### config.mk
export PLATFORM = sky130hd
export DESIGN_NAME = i2c_master_byte_engine
export DESIGN_NICKNAME = d
export VERILOG_FILES = /design/src/rtl/i2cm_pkg.sv /design/src/rtl/i2c_master_byte_engine.sv
export SDC_FILE = /design/constraint.sdc
export NUM_CORES = 1
export LEC_CHECK = 0
export CAP_MARGIN = 20
export CORE_MARGIN = 2
export CORE_UTILIZATION = 40
export DETAILED_ROUTE_END_ITERATION = 6
export DONT_BUFFER_PORTS = 1
export SKIP_CTS_REPAIR_TIMING = 1
export SLEW_MARGIN = 20
export SYNTH_ARGS = -nofsm -noshare
export SYNTH_HDL_FRONTEND = slang
export SYNTH_SLANG_ARGS = --single-unit
export TNS_END_PERCENT = 10
### constraint.sdc
create_clock -name clk -period 3.6 [get_ports clk]
set_clock_uncertainty 0.05 [all_clocks]
set_input_delay 0.72 -clock clk [delete_from_list [all_inputs] [get_ports clk]]
set_output_delay 0.72 -clock clk [all_outputs]
set_load 0.02 [all_outputs]
### src/rtl/i2cm_pkg.sv
// Shared types, constants and bus-level decode for the I2C master byte engine.
`default_nettype none
package i2cm_pkg;

  // Default width of the phase hold counter
  localparam int DELAY_WIDTH_DEF = 16;

  // Width of the phase_ticks register
  localparam int PHASE_TICKS_W = 16;

  // Reset values of the configuration registers
  localparam logic [PHASE_TICKS_W-1:0] PHASE_TICKS_RST = 16'd10;
  localparam logic                     ACK_CHECK_RST   = 1'b1;

  // Configuration register indexes
  typedef enum logic [0:0] {
    CFG_PHASE_TICKS = 1'b0,
    CFG_ACK_CHECK   = 1'b1
  } cfg_idx_t;

  // Bus sequencer phases, one-hot
  typedef enum logic [12:0] {
    PH_IDLE  = 13'b0000000000001,
    PH_ST_A  = 13'b0000000000010,
    PH_ST_B  = 13'b0000000000100,
    PH_W_LO  = 13'b0000000001000,
    PH_W_HI  = 13'b0000000010000,
    PH_WA_LO = 13'b0000000100000,
    PH_WA_HI = 13'b0000001000000,
    PH_R_LO  = 13'b0000010000000,
    PH_R_HI  = 13'b0000100000000,
    PH_RA_LO = 13'b0001000000000,
    PH_RA_HI = 13'b0010000000000,
    PH_SP_A  = 13'b0100000000000,
    PH_SP_B  = 13'b1000000000000
  } phase_t;

  // Latched command options
  typedef struct packed {
    logic rd;
    logic stop;
    logic ack;
  } cmd_flags_t;

  // SCL level and SDA release for one phase
  typedef struct packed {
    logic scl;
    logic sda;
  } bus_lvl_t;

  // Bus levels shown while a phase is held
  function automatic bus_lvl_t phase_levels(phase_t ph, logic data_bit, logic give_ack);
    bus_lvl_t lv;
    lv.scl = 1'b1;
    lv.sda = 1'b1;
    case (ph)
      PH_ST_A:  begin lv.scl = 1'b1; lv.sda = 1'b1;      end
      PH_ST_B:  begin lv.scl = 1'b1; lv.sda = 1'b0;      end
      PH_W_LO:  begin lv.scl = 1'b0; lv.sda = data_bit;  end
      PH_W_HI:  begin lv.scl = 1'b1; lv.sda = data_bit;  end
      PH_WA_LO: begin lv.scl = 1'b0; lv.sda = 1'b1;      end
      PH_WA_HI: begin lv.scl = 1'b1; lv.sda = 1'b1;      end
      PH_R_LO:  begin lv.scl = 1'b0; lv.sda = 1'b1;      end
      PH_R_HI:  begin lv.scl = 1'b1; lv.sda = 1'b1;      end
      PH_RA_LO: begin lv.scl = 1'b0; lv.sda = ~give_ack; end
      PH_RA_HI: begin lv.scl = 1'b1; lv.sda = ~give_ack; end
      PH_SP_A:  begin lv.scl = 1'b0; lv.sda = 1'b0;      end
      PH_SP_B:  begin lv.scl = 1'b1; lv.sda = 1'b0;      end
      default:  begin lv.scl = 1'b1; lv.sda = 1'b1;      end
    endcase
    return lv;
  endfunction

endpackage
`default_nettype wire

### src/rtl/i2c_master_byte_engine.sv
// Top level of the I2C master byte engine: tick sequencer and result register.
//
// Usage: every word on the input channel is one bus tick. It carries an
// optional byte command (in_cmd_valid with op, START/STOP options, the write
// byte and the read ACK choice) and the sampled SDA level. Each accepted word
// produces exactly one result word on the output channel: SCL level, SDA
// release, busy, a one-tick done pulse, the last read byte and the NACK flag.
// Commands offered while a command is in progress are ignored.
// The result of a tick is registered as the tick is accepted and presented
// from a single output register. Throughput: one tick per cycle;
// the sequencer state and the output register are updated in the same edge,
// and in_ready stays high while the output register is empty or being taken.
// When the receiver stalls, the result holds and in_ready drops, so ticks
// pause without loss. Each bus phase lasts phase_ticks accepted ticks, clamped
// to 1 .. the hold counter maximum; a byte with START and STOP spans 22 phases.
// Configuration writes (cfg_we) take effect at once; cfg_addr 0 is
// phase_ticks, 1 is ack_check. Reset (synchronous, rst_n low) returns the
// sequencer to idle with the bus released high, clears status and read data,
// empties the output register and restores phase_ticks 10 and ack_check 1.
`default_nettype none
module i2c_master_byte_engine #(
  parameter int DELAY_WIDTH = i2cm_pkg::DELAY_WIDTH_DEF
) (
  input  wire logic                               clk,
  input  wire logic                               rst_n,
  // Configuration
  input  wire logic                               cfg_we,
  input  wire logic                               cfg_addr,
  input  wire logic [i2cm_pkg::PHASE_TICKS_W-1:0] cfg_wdata,
  // Tick input
  input  wire logic                               in_valid,
  output      logic                               in_ready,
  input  wire logic                               in_cmd_valid,
  input  wire logic                               in_op,
  input  wire logic                               in_with_start,
  input  wire logic                               in_with_stop,
  input  wire logic [7:0]                         in_write_byte,
  input  wire logic                               in_give_ack,
  input  wire logic                               in_sda_in,
  // Result output
  output      logic                               out_valid,
  input  wire logic                               out_ready,
  output      logic                               out_scl_out,
  output      logic                               out_sda_release,
  output      logic                               out_busy_res,
  output      logic                               out_done_res,
  output      logic [7:0]                         out_read_byte,
  output      logic                               out_got_nack
);
  import i2cm_pkg::*;

  localparam int LIM_W = (DELAY_WIDTH > PHASE_TICKS_W) ? DELAY_WIDTH : PHASE_TICKS_W;

  // Configuration registers
  logic [PHASE_TICKS_W-1:0] phase_ticks_r;
  logic                     ack_check_r;

  // Sequencer state
  phase_t                 phase_r, phase_nxt;
  logic [3:0]             bit_idx_r, bit_idx_nxt;
  logic [7:0]             shift_r, shift_nxt;
  logic [DELAY_WIDTH-1:0] tick_r, tick_nxt;
  cmd_flags_t             flags_r, flags_nxt;
  logic                   scl_r, scl_nxt;
  logic                   sda_r, sda_nxt;
  logic                   nack_r, nack_nxt;
  logic [7:0]             rdata_r, rdata_nxt;

  // Output register
  logic                   out_valid_r;
  logic                   done_r, done_nxt;
  logic                   busy_r;

  // Step helpers
  logic                   accept;
  logic [DELAY_WIDTH-1:0] tick_inc;
  logic [LIM_W-1:0]       cap_w, pt_w, lim_w;
  logic                   phase_end;
  logic                   go_enter;
  logic                   go_finish;
  phase_t                 ph_new;
  bus_lvl_t               fin_lvl;
  bus_lvl_t               new_lvl;

  assign accept   = in_valid & in_ready;
  assign in_ready = ~out_valid_r | out_ready;

  // Clamp the hold limit to 1 .. counter maximum
  assign cap_w = LIM_W'({DELAY_WIDTH{1'b1}});
  assign pt_w  = LIM_W'(phase_ticks_r);
  always_comb begin
    if (pt_w == '0) begin
      lim_w = LIM_W'(1);
    end else if (pt_w > cap_w) begin
      lim_w = cap_w;
    end else begin
      lim_w = pt_w;
    end
  end

  assign tick_inc  = tick_r + DELAY_WIDTH'(1);
  assign phase_end = (LIM_W'(tick_inc) >= lim_w);

  // Compute one tick of the sequencer
  always_comb begin
    phase_nxt   = phase_r;
    bit_idx_nxt = bit_idx_r;
    shift_nxt   = shift_r;
    tick_nxt    = tick_r;
    flags_nxt   = flags_r;
    scl_nxt     = scl_r;
    sda_nxt     = sda_r;
    nack_nxt    = nack_r;
    rdata_nxt   = rdata_r;
    done_nxt    = 1'b0;
    go_enter    = 1'b0;
    go_finish   = 1'b0;
    ph_new      = PH_IDLE;
    fin_lvl     = '{scl: 1'b1, sda: 1'b1};

    if (phase_r == PH_IDLE) begin
      // Latch a new command
      if (in_cmd_valid) begin
        flags_nxt.rd   = in_op;
        flags_nxt.stop = in_with_stop;
        flags_nxt.ack  = in_give_ack;
        shift_nxt      = in_op ? 8'h00 : in_write_byte;
        bit_idx_nxt    = 4'd0;
        go_enter       = 1'b1;
        if (in_with_start) begin
          ph_new = PH_ST_A;
        end else begin
          ph_new = in_op ? PH_R_LO : PH_W_LO;
        end
      end
    end else begin
      tick_nxt = tick_inc;
      if (phase_end) begin
        // Advance to the next phase
        case (phase_r)
          PH_ST_A: begin
            go_enter = 1'b1;
            ph_new   = PH_ST_B;
          end
          PH_ST_B: begin
            go_enter    = 1'b1;
            bit_idx_nxt = 4'd0;
            ph_new      = flags_r.rd ? PH_R_LO : PH_W_LO;
          end
          PH_W_LO: begin
            go_enter = 1'b1;
            ph_new   = PH_W_HI;
          end
          PH_W_HI: begin
            go_enter    = 1'b1;
            shift_nxt   = {shift_r[6:0], 1'b0};
            bit_idx_nxt = bit_idx_r + 4'd1;
            ph_new      = (bit_idx_nxt >= 4'd8) ? PH_WA_LO : PH_W_LO;
          end
          PH_WA_LO: begin
            go_enter = 1'b1;
            ph_new   = PH_WA_HI;
          end
          PH_WA_HI: begin
            nack_nxt = in_sda_in;
            if (flags_r.stop || (ack_check_r && in_sda_in)) begin
              go_enter = 1'b1;
              ph_new   = PH_SP_A;
            end else begin
              go_finish = 1'b1;
              done_nxt  = 1'b1;
              fin_lvl   = '{scl: 1'b0, sda: 1'b1};
            end
          end
          PH_R_LO: begin
            go_enter = 1'b1;
            ph_new   = PH_R_HI;
          end
          PH_R_HI: begin
            go_enter    = 1'b1;
            shift_nxt   = {shift_r[6:0], in_sda_in};
            bit_idx_nxt = bit_idx_r + 4'd1;
            if (bit_idx_nxt >= 4'd8) begin
              rdata_nxt = shift_nxt;
              ph_new    = PH_RA_LO;
            end else begin
              ph_new = PH_R_LO;
            end
          end
          PH_RA_LO: begin
            go_enter = 1'b1;
            ph_new   = PH_RA_HI;
          end
          PH_RA_HI: begin
            if (flags_r.stop) begin
              go_enter = 1'b1;
              ph_new   = PH_SP_A;
            end else begin
              go_finish = 1'b1;
              done_nxt  = 1'b1;
              fin_lvl   = '{scl: 1'b0, sda: 1'b1};
            end
          end
          PH_SP_A: begin
            go_enter = 1'b1;
            ph_new   = PH_SP_B;
          end
          PH_SP_B: begin
            go_finish = 1'b1;
            done_nxt  = 1'b1;
            fin_lvl   = '{scl: 1'b1, sda: 1'b1};
          end
          default: begin
            go_finish = 1'b1;
            fin_lvl   = '{scl: 1'b1, sda: 1'b1};
          end
        endcase
      end
    end

    // Drive bus levels of the phase entered, or rest the bus
    new_lvl = phase_levels(ph_new, shift_nxt[7], flags_nxt.ack);
    if (go_enter) begin
      phase_nxt = ph_new;
      tick_nxt  = '0;
      scl_nxt   = new_lvl.scl;
      sda_nxt   = new_lvl.sda;
    end else if (go_finish) begin
      phase_nxt = PH_IDLE;
      tick_nxt  = '0;
      scl_nxt   = fin_lvl.scl;
      sda_nxt   = fin_lvl.sda;
    end
  end

  // Configuration writes
  always_ff @(posedge clk) begin
    if (!rst_n) begin
      phase_ticks_r <= PHASE_TICKS_RST;
      ack_check_r   <= ACK_CHECK_RST;
    end else if (cfg_we) begin
      case (cfg_idx_t'(cfg_addr))
        CFG_PHASE_TICKS: phase_ticks_r <= cfg_wdata;
        CFG_ACK_CHECK:   ack_check_r   <= cfg_wdata[0];
        default:         ;
      endcase
    end
  end

  // Advance sequencer state and load the result on each accepted tick
  always_ff @(posedge clk) begin
    if (!rst_n) begin
      phase_r   <= PH_IDLE;
      bit_idx_r <= 4'd0;
      shift_r   <= 8'h00;
      tick_r    <= '0;
      flags_r   <= '0;
      scl_r     <= 1'b1;
      sda_r     <= 1'b1;
      nack_r    <= 1'b0;
      rdata_r   <= 8'h00;
      done_r    <= 1'b0;
      busy_r    <= 1'b0;
    end else if (accept) begin
      phase_r   <= phase_nxt;
      bit_idx_r <= bit_idx_nxt;
      shift_r   <= shift_nxt;
      tick_r    <= tick_nxt;
      flags_r   <= flags_nxt;
      scl_r     <= scl_nxt;
      sda_r     <= sda_nxt;
      nack_r    <= nack_nxt;
      rdata_r   <= rdata_nxt;
      done_r    <= done_nxt;
      busy_r    <= (phase_nxt != PH_IDLE);
    end
  end

  // Track result register occupancy
  always_ff @(posedge clk) begin
    if (!rst_n) begin
      out_valid_r <= 1'b0;
    end else if (accept) begin
      out_valid_r <= 1'b1;
    end else if (out_ready) begin
      out_valid_r <= 1'b0;
    end
  end

  assign out_valid       = out_valid_r;
  assign out_scl_out     = scl_r;
  assign out_sda_release = sda_r;
  assign out_busy_res    = busy_r;
  assign out_done_res    = done_r;
  assign out_read_byte   = rdata_r;
  assign out_got_nack    = nack_r;

endmodule
`default_nettype wire

* After elaboration in Yosys (flattened, before gate mapping)
Index checks and enable logic that the tools add are counted.
Cells by class: eq/ne operators 25, reductions and logical operators 21, mux-type cells 55, $add $sub $neg 2, magnitude comparators 3, bitwise gates (word level) 6
Operators by type and width (number):
- $pmux W13 S11 | 1
- $mux W16 | 5
- $mux W8 | 8
- $mux W13 | 4
- $eq A13 B10 Y1 const B | 2
- $eq A13 B11 Y1 const B | 2
- $eq A13 B12 Y1 const B | 2
- $eq A13 B13 Y1 const B | 2
- $eq A13 B3 Y1 const B | 2
- $eq A13 B4 Y1 const B | 2
- $eq A13 B5 Y1 const B | 2
- $eq A13 B6 Y1 const B | 2
- $eq A13 B8 Y1 const B | 2
- $mux W12 | 2
- $mux W1 | 19
- $add A16 B1 Y16 const B | 1
- $ge A16 B16 Y1 | 1
- $gt A16 B16 Y1 const B | 1
- $logic_not A16 Y1 | 1
- $pmux W8 S2 | 1
- $pmux W2 S7 | 1
- $eq A13 B1 Y1 const B | 1
- $eq A13 B2 Y1 const B | 1
- $eq A13 B7 Y1 const B | 1
- 26 further kinds | 46
Word-level totals: output and inout bits 15, flip-flop bits (word level) 75, logic and storage cells 129, input port bits 36

* Depth between registers and ports, before layout
word-level depth 10, depth in mapped cells 15, mapped depth without buffers 14

* Worst setup path after synthesis
No wires, ideal clock.
kind flip-flop to flip-flop, start register tick_r[0], end register phase_r[5], setup time 70 ps, stages on the path, launching flop included 15, setup slack -181 ps, period minus slack after synthesis 3781 ps, buffers on the path 0, data arrival time 3660 ps, data required time 3480 ps, path through dfxtp_1 -> ha_1 -> nand3_1 -> nor4_1 -> and3_1 -> nand3_1 -> xnor2_1 -> ha_1 -> nand4_1 -> nor3_1 -> a41oi_1 -> nand3_1 -> o311ai_1 -> or4_1 -> a21oi_1
Between the ends: word-level cells in the longest chain between the ends 6, elaborated cells on any way between the ends 10, classes of those cells add/sub (1); order compare (1); mux (8)
Ends and longest elaborated chain:
- start: declaration | RTL line i2c_master_byte_engine.sv:62 | logic [DELAY_WIDTH-1:0] tick_r, tick_nxt;
- start signal: assignment | RTL line i2c_master_byte_engine.sv:268 | tick_r <= tick_nxt;
- $add A16 B1 Y16 * | RTL line i2c_master_byte_engine.sv:101 | assign tick_inc = tick_r + DELAY_WIDTH'(1);
- $ge A16 B16 Y1 * | RTL line i2c_master_byte_engine.sv:102 | assign phase_end = (LIM_W'(tick_inc) >= lim_w);
- $mux W1 | RTL line i2c_master_byte_engine.sv:138 | if (phase_end) begin
- $mux W1 | RTL line i2c_master_byte_engine.sv:121 | if (phase_r == PH_IDLE) begin
- $mux W13 | RTL line i2c_master_byte_engine.sv:228 | end else if (go_finish) begin
- $mux W13 * | RTL line i2c_master_byte_engine.sv:223 | if (go_enter) begin
- end signal: assignment | RTL line i2c_master_byte_engine.sv:265 | phase_r <= phase_nxt;
- end: declaration | RTL line i2c_master_byte_engine.sv:59 | phase_t phase_r, phase_nxt;
Every way passes the cells marked *; elsewhere a longest branch is shown, timed or not. A chain may end at the register's enable or synchronous reset.

* Worst setup path in the final report
start register tick_r[9], end register phase_r[5]
Same word-level chain as after synthesis.

==> results.cfg <==
[detailed_routing]
vias_per_cell = 5.73
wl_per_cell_um = 17.2
vias = 4019
drtIter0Drc = 227
wirelength_um = 12100
drc_errors = 0
drt_pass1_iterations = 4
ant_nets = 0

[clock_network]
cts_max_path_buffers = 2
cts_made_buffers = 9
clkTransAtPathRegs_ns = 0.08
worst_skew_pair.late_latency_ns = 0.36
cts_sinks = 75
cts_tree = done
cts_max_level = 3
root_buffer = clkbuf_8

[worst_setup_path]
path_delay_family = simple AND/OR/NAND/NOR gates
cp-start-kind = flip-flop
cp_max_fo = 6
reg2regPathDepth = 13
cp_cell_sequence = nand2_1 -> nor4_4 -> and3_4 -> nand3_1 -> xnor2_2 -> ha_1 -> nand4_1 -> nor3_2 -> a41oi_2 -> nand3_4 -> o21ai_2 -> or4_4 -> a21oi_2
worstPathArrival_ns = 3.70
crit_slowest_cell = or4_4
crit_buf_inv = 0
path_class = flip-flop to flip-flop
required_ns = 3.85
r2r_end = phase_r[5]
timing.reg2reg.setup_slack_ns = 0.14
max_stage_delay_ns = 0.56
end_kind = flip-flop
reg2reg_from = tick_r[9]

[pwr]
p_leak_nw = 2.04
peakVddDrop_mv = 0.313
cellPowerDensity_nw_per_um2 = 365

[worst_hold_path]
whs_path_depth = 1
hp-start = rst_n
hp-class = input pin to flip-flop
holdPathEnd = ack_check_r

[synth]
synth_top_family_by_area = simple AND/OR/NAND/NOR gates
async_flop_share_pct = 0
synth_compound_area_share_pct = 18.4
synthMuxAreaShare_pct = 2.54
synthAdderAreaFrac_pct = 5.19
synthFlopType = dfxtp_1
netlist_instances = 542
synthDistinctLibCells = 64
syn_nets = 596
synth_edf_count = 0
synth-simple-area-share_pct = 30.0
yosys_warnings = 0
yosysSeqAreaShare_pct = 34.6
ys_seq_elements = 75
syn_area_per_cell_um2 = 8.01
netlist_area_um2 = 4340
synthXorXnorAreaFrac_pct = 3.83

[sta]
period_share_pct = 96.0
timing.hold.ws_ns = 0.379
finalHoldViolCount = 0
fmax_mhz = 289
slew_viol_final = 0
period_minus_slack_ns = 3.46
layout_setup_ws_ns = 0.143
worstMarginPinSlew_ns = 0.682
setup_viol = 0
grt_setup_unrepaired = true
relSlewSlack_pct = 54.2

[placement]
placed_cell_area_um2 = 4620
portBuffers = 0
pre_cts_slack_ns = -0.130
dp_hpwl_um = 8990
place.gp.congestion = 0.934

[job]
drv_cap = 0

[floorplanning]
die_w_um = 108
core_area_um2 = 10700
io_pins = 51
start_util_pct = 40.6
die_area_um2 = 11700
num_rows = 38
die_h_um = 108

[grt]
grt_usage_pct = 21.3
grt_pass1_wl_um = 19500
first_global_vias = 3821
grt_overflow = 0
antenna_found_initial = 0
grt_max_degree = 47

[final_layout]
syn2layout_area_growth_pct = 14.8
diodes = 0
nNetsFinal = 612
drive_gt1_share_pct = 15.8
fin_area_um2 = 4980

[run_status]
status = finished clean
[synth_stat cells (7+ instances only)]
cell type  count  area, um^2
ha_1          18         225
clkbuf_1      14        52.6
nor4_1        10        62.6
mux2i_1       11         110
buf_2          7        35.0
nor2_1        46         173
dfxtp_1       75        1500
o21ai_0       19        95.1
nand2_1       86         323
nor3_1        16        80.1
nand4_1       10        62.6
o21ai_1       14        70.1
a21oi_1       38         190
inv_1         23        86.3
xor2_1        13         114
nand3_1       17        85.1
[final cells by class]
class	instances	area [um^2]
clock buffers	10	128
clock inverters	5	78.8
fillers	1076	5710
inverters	23	86.3
multi-input cells	414	2740
flip-flops and latches	75	1500
well taps	140	175
repair buffers	35	273
[flip-flops by register name, indices dropped and copies added (netlist names), 3 cells and up]
register	flops
phase_ticks_r	16
flags_r	3
out_read_byte	8
bit_idx_r	4
phase_r	13
tick_r	16
shift_r	8
[stage by stage]
| stage | util, % | power (W) | cells | setup TNS, ns |
|---|---|---|---|---|
| after floorplan | - | 0.00106 | 542 | 0 |
| after detailed placement | 43.2 | 0.00112 | 683 | -0.624 |
| final | 46.6 | 0.00182 | 702 | 0 |
| after global routing | 46.6 | 0.00189 | 702 | -0.962 |
| after CTS | 45.1 | 0.00181 | 698 | -1.08 |
| after global placement | 43.2 | 0.00111 | 683 | -0.00745 |
[per-layer routing]
metal	vias to the layer above	global-route usage (%)	part of all wire [%]
li1	2004	-	-
met1	1888	30.0	49
met2	108	32.1	44
met3	19	4.70	5.1
met4	0	7.60	2.2
met5	-	0	0
[worst max-delay path by stage]
stage	startpoint	end	slack, ns	cells after the start
2_1_floorplan	tick_r[0]	phase_r[5]	0.007	14
3_3_place_gp	tick_r[1]	shift_r[0]	-0.007	15
3_5_place_dp	tick_r[1]	shift_r[0]	-0.13	15
4_1_cts	tick_r[1]	shift_r[0]	-0.18	15
5_1_grt	tick_r[8]	out_read_byte[2]	-0.07	16
6_report	tick_r[9]	phase_r[5]	0.14	13
[cell usage in the layout (no fill, tap or decap), types with 4 or more instances in the layout]
| cell | n |
|---|---|
| nor4b_1 | 4 |
| o21ai_1 | 13 |
| mux2i_1 | 11 |
| and2_1 | 6 |
| or3_1 | 5 |
| and4_1 | 4 |
| nor2_1 | 46 |
| nor4_1 | 8 |
| nand4_1 | 10 |
| inv_1 | 22 |
| nand2_1 | 84 |
| or4b_1 | 4 |
| clkbuf_8 | 9 |
| a31oi_1 | 4 |
| nor3_1 | 14 |
| a32oi_1 | 6 |
| a22oi_1 | 6 |
| ha_1 | 17 |
| a21oi_1 | 37 |
| buf_4 | 33 |
| nand3_1 | 15 |
| nand2b_1 | 5 |
| and3_1 | 4 |
| o21ai_0 | 19 |
| nor4_4 | 4 |
| xor2_1 | 13 |
| xnor2_1 | 5 |
| dfxtp_1 | 73 |
| nor4_2 | 4 |
[logic make-up after synthesis]
| kind of cell | after synthesis |
|---|---|
| buffers and inverters | 53 |
| DFF | 75 |
| muxes | 11 |
| AOI/OAI and AO/OA | 123 |
| xor gates and xnor gates | 19 |
| adders and majority gates | 18 |
| and+or+nand+nor | 243 |
[power by group]
group          total [W]  leakage [nW]  internal (W)  switching [W]
Sequential      0.000886         0.610      0.000855      0.0000308
Clock           0.000704         0.106      0.000386       0.000319
Combinational   0.000229          1.33     0.0000839       0.000145
Total            0.00182          2.04       0.00132       0.000494
Note: power is estimated with default switching activity, not from simulation.
